--- src/rtl/core/spfb_pkg.sv ---
// Shared types and constants of the servo position frame builder.
// Used by every module of the block; depends on nothing.
package spfb_pkg;

   localparam int SPFB_QUEUE_DEPTH = 2;

   localparam int FRAME_LEN = 14;

   // frame constants
   localparam logic [7:0] HDR_BYTE    = 8'hFF;
   localparam logic [7:0] LEN_BYTE    = 8'h0A;
   localparam logic [7:0] WRITE_INSTR = 8'h03;
   localparam logic [7:0] START_ADDR  = 8'h29;
   localparam logic [7:0] PAD_BYTE    = 8'h00;
   localparam logic [15:0] POS_SIGN_OFFSET = 16'h8000;

   // byte positions within the frame
   localparam logic [3:0] BYTE_HDR0   = 4'd0;
   localparam logic [3:0] BYTE_HDR1   = 4'd1;
   localparam logic [3:0] BYTE_ID     = 4'd2;
   localparam logic [3:0] BYTE_LEN    = 4'd3;
   localparam logic [3:0] BYTE_INSTR  = 4'd4;
   localparam logic [3:0] BYTE_ADDR   = 4'd5;
   localparam logic [3:0] BYTE_ACCEL  = 4'd6;
   localparam logic [3:0] BYTE_POS_LO = 4'd7;
   localparam logic [3:0] BYTE_POS_HI = 4'd8;
   localparam logic [3:0] BYTE_PAD0   = 4'd9;
   localparam logic [3:0] BYTE_PAD1   = 4'd10;
   localparam logic [3:0] BYTE_SPD_LO = 4'd11;
   localparam logic [3:0] BYTE_SPD_HI = 4'd12;
   localparam logic [3:0] BYTE_CHK    = 4'd13;

   // register indexes
   localparam logic [1:0] CSR_ID_LOW  = 2'd0;
   localparam logic [1:0] CSR_ID_HIGH = 2'd1;
   localparam logic [1:0] CSR_POS_LOW = 2'd2;
   localparam logic [1:0] CSR_POS_HIGH = 2'd3;

   localparam logic STATUS_OK       = 1'b0;
   localparam logic STATUS_INVALID  = 1'b1;

   typedef struct packed {
      logic [7:0]         servo_id;
      logic [7:0]         accel;
      logic signed [15:0] target_position;
      logic [15:0]        move_speed;
   } req_type;

   typedef struct packed {
      logic [7:0] frame_byte;
      logic [3:0] byte_index;
      logic       last;
      logic       status;
   } rsp_type;

   // classified command as it waits in the queue
   typedef struct packed {
      logic        ok;
      logic [7:0]  servo_id;
      logic [7:0]  accel;
      logic [15:0] pos_enc;
      logic [15:0] move_speed;
      logic [7:0]  checksum;
   } cmd_type;

   typedef struct packed {
      logic full;
      logic empty;
   } queue_stat_type;

endpackage

--- src/rtl/core/spfb_front.sv ---
// Front end: bound registers, command acceptance, range check, position
// encoding and checksum. Depends on spfb_pkg.
module spfb_front (
   input  logic                    clock,
   input  logic                    reset,
   input  logic                    csr_wr_en,
   input  logic [1:0]              csr_index,
   input  logic [15:0]             csr_wr_data,
   input  logic                    req_valid,
   output logic                    req_ready,
   input  spfb_pkg::req_type       req,
   input  spfb_pkg::queue_stat_type q_stat,
   output logic                    push,
   output spfb_pkg::cmd_type       push_cmd
);
   import spfb_pkg::*;

   logic [7:0]         id_low_ff, id_low_in;
   logic [7:0]         id_high_ff, id_high_in;
   logic signed [15:0] pos_low_ff, pos_low_in;
   logic signed [15:0] pos_high_ff, pos_high_in;
   logic               id_ok, pos_ok;
   logic [15:0]        pos_enc;
   logic [7:0]         sum;

   always_comb begin
      id_low_in   = id_low_ff;
      id_high_in  = id_high_ff;
      pos_low_in  = pos_low_ff;
      pos_high_in = pos_high_ff;
      if (csr_wr_en) begin
         case (csr_index)
            CSR_ID_LOW:   id_low_in   = csr_wr_data[7:0];
            CSR_ID_HIGH:  id_high_in  = csr_wr_data[7:0];
            CSR_POS_LOW:  pos_low_in  = csr_wr_data;
            CSR_POS_HIGH: pos_high_in = csr_wr_data;
            default: ;
         endcase
      end
   end

   always_ff @(posedge clock) begin
      if (reset) begin
         id_low_ff   <= 8'd0;
         id_high_ff  <= 8'd254;
         pos_low_ff  <= 16'sh8000;
         pos_high_ff <= 16'sh7FFF;
      end else begin
         id_low_ff   <= id_low_in;
         id_high_ff  <= id_high_in;
         pos_low_ff  <= pos_low_in;
         pos_high_ff <= pos_high_in;
      end
   end

   assign id_ok  = (req.servo_id > id_low_ff) && (req.servo_id < id_high_ff);
   assign pos_ok = (req.target_position > pos_low_ff) &&
                   (req.target_position < pos_high_ff);

   // negative goal: sign-magnitude style, offset by half range
   assign pos_enc = req.target_position[15] ?
                    POS_SIGN_OFFSET - $unsigned(req.target_position) :
                    $unsigned(req.target_position);

   // bytes 2..12; the two pad bytes add nothing
   assign sum = req.servo_id + LEN_BYTE + WRITE_INSTR + START_ADDR + req.accel +
                pos_enc[7:0] + pos_enc[15:8] +
                req.move_speed[7:0] + req.move_speed[15:8];

   assign req_ready = !q_stat.full;
   assign push      = req_valid && req_ready;

   always_comb begin
      push_cmd.ok         = id_ok && pos_ok;
      push_cmd.servo_id   = req.servo_id;
      push_cmd.accel      = req.accel;
      push_cmd.pos_enc    = pos_enc;
      push_cmd.move_speed = req.move_speed;
      push_cmd.checksum   = ~sum;
   end

endmodule

--- src/rtl/core/spfb_queue.sv ---
// Short command queue between front and back ends, built from registers.
// Depends on spfb_pkg.
module spfb_queue #(
   parameter int DEPTH = spfb_pkg::SPFB_QUEUE_DEPTH
) (
   input  logic                     clock,
   input  logic                     reset,
   input  logic                     push,
   input  spfb_pkg::cmd_type        push_cmd,
   input  logic                     pop,
   output spfb_pkg::cmd_type        head_cmd,
   output spfb_pkg::queue_stat_type q_stat
);
   import spfb_pkg::*;

   localparam int PTR_W = (DEPTH > 1) ? $clog2(DEPTH) : 1;
   localparam int CNT_W = $clog2(DEPTH + 1);
   localparam logic [PTR_W-1:0] PTR_LAST = PTR_W'(DEPTH - 1);
   localparam logic [CNT_W-1:0] CNT_FULL = CNT_W'(DEPTH);

   cmd_type           slot_ff [DEPTH];
   logic [PTR_W-1:0]  wr_ptr_ff, wr_ptr_in;
   logic [PTR_W-1:0]  rd_ptr_ff, rd_ptr_in;
   logic [CNT_W-1:0]  count_ff, count_in;

   always_comb begin
      wr_ptr_in = wr_ptr_ff;
      rd_ptr_in = rd_ptr_ff;
      count_in  = count_ff;
      if (push) begin
         wr_ptr_in = (wr_ptr_ff == PTR_LAST) ? '0 : wr_ptr_ff + 1'b1;
      end
      if (pop) begin
         rd_ptr_in = (rd_ptr_ff == PTR_LAST) ? '0 : rd_ptr_ff + 1'b1;
      end
      if (push && !pop) begin
         count_in = count_ff + 1'b1;
      end else if (pop && !push) begin
         count_in = count_ff - 1'b1;
      end
   end

   always_ff @(posedge clock) begin
      if (reset) begin
         wr_ptr_ff <= '0;
         rd_ptr_ff <= '0;
         count_ff  <= '0;
      end else begin
         wr_ptr_ff <= wr_ptr_in;
         rd_ptr_ff <= rd_ptr_in;
         count_ff  <= count_in;
      end
   end

   always_ff @(posedge clock) begin
      if (push) begin
         slot_ff[wr_ptr_ff] <= push_cmd;
      end
   end

   assign head_cmd     = slot_ff[rd_ptr_ff];
   assign q_stat.full  = (count_ff == CNT_FULL);
   assign q_stat.empty = (count_ff == '0);

endmodule

--- src/rtl/core/spfb_back.sv ---
// Back end: byte sequencer that walks the head command through the frame
// and drives the result output register. Depends on spfb_pkg.
module spfb_back (
   input  logic                     clock,
   input  logic                     reset,
   input  spfb_pkg::cmd_type        head_cmd,
   input  spfb_pkg::queue_stat_type q_stat,
   output logic                     pop,
   output logic                     rsp_valid,
   input  logic                     rsp_ready,
   output spfb_pkg::rsp_type        rsp
);
   import spfb_pkg::*;

   logic [3:0] idx_ff, idx_in;
   logic       rsp_valid_ff, rsp_valid_in;
   rsp_type    rsp_ff, rsp_in;
   logic       load;
   logic       have_cmd;
   logic [7:0] frame_byte;

   assign load     = !rsp_valid_ff || rsp_ready;
   assign have_cmd = !q_stat.empty;

   always_comb begin
      case (idx_ff)
         BYTE_HDR0, BYTE_HDR1:  frame_byte = HDR_BYTE;
         BYTE_ID:               frame_byte = head_cmd.servo_id;
         BYTE_LEN:              frame_byte = LEN_BYTE;
         BYTE_INSTR:            frame_byte = WRITE_INSTR;
         BYTE_ADDR:             frame_byte = START_ADDR;
         BYTE_ACCEL:            frame_byte = head_cmd.accel;
         BYTE_POS_LO:           frame_byte = head_cmd.pos_enc[7:0];
         BYTE_POS_HI:           frame_byte = head_cmd.pos_enc[15:8];
         BYTE_PAD0, BYTE_PAD1:  frame_byte = PAD_BYTE;
         BYTE_SPD_LO:           frame_byte = head_cmd.move_speed[7:0];
         BYTE_SPD_HI:           frame_byte = head_cmd.move_speed[15:8];
         BYTE_CHK:              frame_byte = head_cmd.checksum;
         default:               frame_byte = PAD_BYTE;
      endcase
   end

   always_comb begin
      pop          = 1'b0;
      idx_in       = idx_ff;
      rsp_valid_in = rsp_valid_ff;
      rsp_in       = rsp_ff;
      if (load) begin
         rsp_valid_in = have_cmd;
         if (have_cmd) begin
            if (!head_cmd.ok) begin
               rsp_in.frame_byte = PAD_BYTE;
               rsp_in.byte_index = BYTE_HDR0;
               rsp_in.last       = 1'b1;
               rsp_in.status     = STATUS_INVALID;
               pop               = 1'b1;
            end else begin
               rsp_in.frame_byte = frame_byte;
               rsp_in.byte_index = idx_ff;
               rsp_in.last       = (idx_ff == BYTE_CHK);
               rsp_in.status     = STATUS_OK;
               if (idx_ff == BYTE_CHK) begin
                  pop    = 1'b1;
                  idx_in = BYTE_HDR0;
               end else begin
                  idx_in = idx_ff + 4'd1;
               end
            end
         end
      end
   end

   always_ff @(posedge clock) begin
      if (reset) begin
         idx_ff       <= BYTE_HDR0;
         rsp_valid_ff <= 1'b0;
      end else begin
         idx_ff       <= idx_in;
         rsp_valid_ff <= rsp_valid_in;
      end
   end

   always_ff @(posedge clock) begin
      rsp_ff <= rsp_in;
   end

   assign rsp_valid = rsp_valid_ff;
   assign rsp       = rsp_ff;

endmodule

--- src/rtl/core/servo_position_frame_builder.sv ---
// Servo position frame builder: top level joining front end, command queue
// and byte sequencer. Depends on spfb_pkg, spfb_front, spfb_queue, spfb_back.
//
// Each accepted command is range checked against the four bound registers
// (ID and position, both exclusive) and then turned into the 14-byte
// position-write frame FF FF id 0A 03 29 accel posL posH 00 00 spdL spdH chk,
// delivered one byte per result word with its index, a last flag on the
// checksum byte and status 0. A command that fails either check yields one
// word instead: byte 0, index 0, last 1, status 1. A good command occupies
// the byte sequencer for all 14 frame bytes, a rejected one for its single
// word; the sequencer emits one word per cycle while rsp_ready holds high
// and the queue holds a command, so the output rate is one word a clock. The
// front end takes a command in the cycle it arrives whenever the queue has a
// free slot. The command being sent stays at the queue head until its last
// word is loaded, so up to QUEUE_DEPTH - 1 commands wait behind it and
// req_ready drops only when the queue is full. On an idle block an accepted
// command goes to a queue slot register, then to the result output register.
// Write the bound registers only while the block is idle.
module servo_position_frame_builder #(
   parameter int QUEUE_DEPTH = spfb_pkg::SPFB_QUEUE_DEPTH
) (
   input  logic              clock,
   input  logic              reset,
   input  logic              csr_wr_en,
   input  logic [1:0]        csr_index,
   input  logic [15:0]       csr_wr_data,
   input  logic              req_valid,
   output logic              req_ready,
   input  spfb_pkg::req_type req,
   output logic              rsp_valid,
   input  logic              rsp_ready,
   output spfb_pkg::rsp_type rsp
);
   import spfb_pkg::*;

   logic           push;
   logic           pop;
   cmd_type        push_cmd;
   cmd_type        head_cmd;
   queue_stat_type q_stat;

   // classify and encode, push into the queue
   spfb_front u_front (
      .clock       (clock),
      .reset       (reset),
      .csr_wr_en   (csr_wr_en),
      .csr_index   (csr_index),
      .csr_wr_data (csr_wr_data),
      .req_valid   (req_valid),
      .req_ready   (req_ready),
      .req         (req),
      .q_stat      (q_stat),
      .push        (push),
      .push_cmd    (push_cmd)
   );

   // hold classified commands until the sequencer is free
   spfb_queue #(
      .DEPTH (QUEUE_DEPTH)
   ) u_queue (
      .clock    (clock),
      .reset    (reset),
      .push     (push),
      .push_cmd (push_cmd),
      .pop      (pop),
      .head_cmd (head_cmd),
      .q_stat   (q_stat)
   );

   // walk the head command byte by byte, drop it after its last word
   spfb_back u_back (
      .clock     (clock),
      .reset     (reset),
      .head_cmd  (head_cmd),
      .q_stat    (q_stat),
      .pop       (pop),
      .rsp_valid (rsp_valid),
      .rsp_ready (rsp_ready),
      .rsp       (rsp)
   );

endmodule

--- config.mk ---
export PLATFORM = sky130hd
export DESIGN_NAME = servo_position_frame_builder
export DESIGN_NICKNAME = d
export VERILOG_FILES = /design/src/rtl/core/spfb_pkg.sv /design/src/rtl/core/spfb_front.sv /design/src/rtl/core/spfb_queue.sv /design/src/rtl/core/spfb_back.sv /design/src/rtl/core/servo_position_frame_builder.sv
export SDC_FILE = /design/constraint.sdc
export NUM_CORES = 1
export LEC_CHECK = 0
export ABC_CLOCK_PERIOD_IN_PS = 7100
export BUFFER_PORTS_ARGS = -buffer_cell sky130_fd_sc_hd__buf_2
export CAP_MARGIN = 30
export CORE_ASPECT_RATIO = 0.9
export CORE_MARGIN = 5
export CORE_UTILIZATION = 55
export CTS_BUF_LIST = sky130_fd_sc_hd__clkbuf_8
export CTS_CLUSTER_SIZE = 20
export DETAILED_ROUTE_END_ITERATION = 10
export GPL_TIMING_DRIVEN = 0
export PLACE_DENSITY = 0.75
export SETUP_SLACK_MARGIN = 0.4
export SLEW_MARGIN = 10
export SYNTH_ARGS = -nofsm -noshare
export SYNTH_HDL_FRONTEND = slang
export SYNTH_SLANG_ARGS = --single-unit
--- constraint.sdc ---
create_clock -name clock -period 7.1 [get_ports clock]
set_clock_uncertainty 0.15 [all_clocks]
set_input_delay 0.355 -clock clock [delete_from_list [all_inputs] [get_ports clock]]
set_output_delay 0.355 -clock clock [all_outputs]
set_load 0.02 [all_outputs]
==> out/summary.txt <==
Syn Inst Count: 853
GP Congestion: 0.8793
placed inst area: 10360 um2
area leader, netlist: edfxtp_1
Async S/R FF share, synth: 0%
Final Non-Filler Cells: 1246
Detail Placement HPWL: 16950 um
CTS tree: yes
final instance area: 11150 um2
CTS sink cnt: 186
Setup Viol. Count Final: 0
Max Clk Rate: 0.1944 GHz
register area share after synthesis: 52.29%
Root Buffer Master: clkbuf_8
die width: 149.0 um
die area: 20140 um2
DRT Pass-1 Iters: 5
Pwr per Cell Area: 301.3 nW/um2
io pins: 87
VDD IR max: 0.1625 mV
Placement Setup Slack: 1.483 ns
total grt overflow: 0
Final Hold Viols: 0
post-CTS resize count: 0
Core ar.: 17000 um2
Worst-Margin Slew: 0.8570 ns
GR Util All Layers: 23.24%
share of cells above drive strength 1: 14.14%
final net count: 1156
largest net degree at the start of global routing: 58
Worst setup EP type: register
Netlist Area Pre-Place: 9570 um2
placed insts: 1175
Clock Path Buffers: 2
maxcap violations: 0
unrepaired setup endpoints after global routing: no
setup_tns: 0 ns
H-Tree Depth: 4
status: finished clean
Crit Path Category: input port to register
area share of the leading cell type in the synthesized netlist: 40.16%
HP Class: input port to register
vias in the first global route: 6637
diode count: 0
synthesis warning total: 0
LEAKAGE: 4.563 nW
Vias: 6812
detailed router's first-iteration violation count: 616
syn avg cell area: 11.22 um2
Synth cell types: 59
number of remaining DRC errors: 0
Max Slew Vio Count: 0
final worst path period share: 72.45%
initial core utilization: 56.28%
list of most frequent post-synthesis cells: 128 x edfxtp_1, 116 x inv_1, 69 x nor2_1, 66 x nand2_1, 61 x ha_1
CP required: 7.17 ns
EDFF count, synth: 128
input/output buffers: 85
syn_nets: 1011
area delta synth->final: 16.46%
initial antenna violation count: 0
Final ANT Viol Nets: 0
DRT Wirelength: 22690 um
Reg clk slew, reported paths: 0.10 ns
Power Total: 0.003359 W
wire per inst: 18.21 um
minimum clock period: 5.144 ns
CTS buffer count: 17
top post-synthesis cells by area: edfxtp_1 40%, dfxtp_1 12%, ha_1 8.0%
synthesized flop and latch total: 186
Skew-Pair Late Insertion Delay: 0.48 ns
top-count cell post-synth: edfxtp_1
headroom to the max-slew limit: 42.74%
CP Data Arrival Time: 5.22 ns
Critical Path Fanout Max: 7
first-pass GRT wire length: 35380 um
CP Launch Type: input port
Synth Flop Type: edfxtp_1
num rows: 45
setup ws final: 1.956 ns
Via-to-Cell Ratio: 5.467
DIE HEIGHT: 135.1 um
registers in the layout, summed over array words and instances, names as in the netlist, named ones only:
register / flops
u_front.pos_low_ff: 16
u_back.idx_ff: 4
u_queue.count_ff: 2
u_queue.rd_ptr_ff: 1
u_queue.wr_ptr_ff: 1
u_front.id_high_ff: 8
u_front.pos_high_ff: 16
u_front.id_low_ff: 8
u_back.rsp: 14
u_queue.slot_ff: 114
u_back.rsp_valid: 1
cell type report:
cell class / instances / area (um2)
inverters: 116 / 435.4
clock inverters: 15 / 161.4
plain buffers: 34 / 132.6
flip-flops and latches: 186 / 5005
fillers: 1374 / 5858
clock buffers: 17 / 234.0
repair buffers: 126 / 873.3
well taps: 235 / 294.0
multi-input cells: 517 / 4010
cells in the final DEF (no fill, tap or decap), drive strengths merged, types with 4 or more instances in the layout:
cell | netlist | layout
nor3 | 4 | 4
a22oi | 5 | 5
a21o | 9 | 9
nand2 | 66 | 66
inv | 116 | 123
mux2i | 28 | 28
a222oi | 6 | 6
nand3 | 5 | 5
xor2 | 12 | 12
nor2 | 69 | 69
or4 | 4 | 4
clkbuf | 27 | 44
clkinv | 0 | 4
dfxtp | 58 | 58
nor2b | 11 | 11
ha | 61 | 61
nand2b | 8 | 8
mux2 | 8 | 8
edfxtp | 128 | 128
and3 | 5 | 5
fa | 26 | 26
o21ai | 23 | 23
o22ai | 5 | 5
xnor2 | 21 | 21
nand4 | 9 | 9
a21oi | 55 | 55
buf | 7 | 94
a211oi | 5 | 5
a221oi | 6 | 6
a211o | 21 | 21
dlygate4sd3 | 0 | 38
what timing repair did:
item	4_1_cts	5_1_grt
hold buffers	38	0
hold endpoints to repair	76	0
buffers inserted	0	0
setup endpoints to repair	0	0
through the flow:
step | util [%] | hold WS [ns]
2_1_floorplan | - | 0.2863
3_3_place_gp | 60.52 | 0.2927
3_5_place_dp | 60.91 | 0.2969
4_1_cts | 65.47 | 0.0002841
5_1_grt | 65.55 | 0.001580
6_report | 65.55 | 0.02733
power by group:
group / leakage [nW] / switching [W] / internal (W)
Combinational: 2.69 / 0.000695 / 0.000457
Clock: 0.195 / 0.000414 / 0.000291
Sequential: 1.67 / 0.0000504 / 0.00145
Total: 4.56 / 0.00116 / 0.00220
final timing paths:
kind / from / cells past startpoint / slack (ns) / end
min reg2reg: u_front.pos_low_ff[13]$_SDFFE_PP0P_ / 2 / 0.31 / u_front.pos_low_ff[13]$_SDFFE_PP0P_
min: csr_wr_data[3] / 2 / 0.03 / u_front.id_high_ff[3]$_SDFFE_PP1P_
max reg2reg: u_back.idx_ff[0]$_SDFFE_PP0P_ / 8 / 4.12 / u_queue.count_ff[1]$_SDFFE_PP0P_
max: req[19] / 16 / 1.96 / u_queue.slot_ff[0][7]$_DFFE_PP_
routing by layer:
| layer | vias to the layer above | global-route usage (%) | share of wire [%] |
|---|---|---|---|
| met5 | - | 0 | 0 |
| met4 | 0 | 6.253 | 1.5 |
| met3 | 30 | 5.821 | 7.6 |
| met2 | 242 | 36.89 | 47 |
| met1 | 3255 | 32.18 | 44 |
| li1 | 3285 | - | - |
kinds of logic (layout without fill, tap and decap cells):
kind of cell / Yosys count / after routing / synth area share (%)
and+or+nand+nor: 198 / 198 / 9.583
DFF: 186 / 186 / 52.29
AOI/OAI and AO/OA: 161 / 161 / 11.34
buffers and inverters: 150 / 308 / 5.935
adders and majority gates: 87 / 87 / 13.41
muxes: 38 / 38 / 4.340
xor gates and xnor gates: 33 / 33 / 3.099
worst max-delay path, cell delays in order:
cell,delay (ns)
buf_2,0.16
or4_4,0.57
or4_4,0.52
o21ai_0,0.21
xor2_1,0.27
fa_1,0.49
inv_1,0.10
fa_1,0.46
fa_1,0.49
ha_1,0.33
ha_1,0.30
a21o_1,0.18
a21oi_1,0.24
o21ai_0,0.22
xnor2_2,0.18
xnor2_1,0.15
Power figures use the tool's default switching activity.
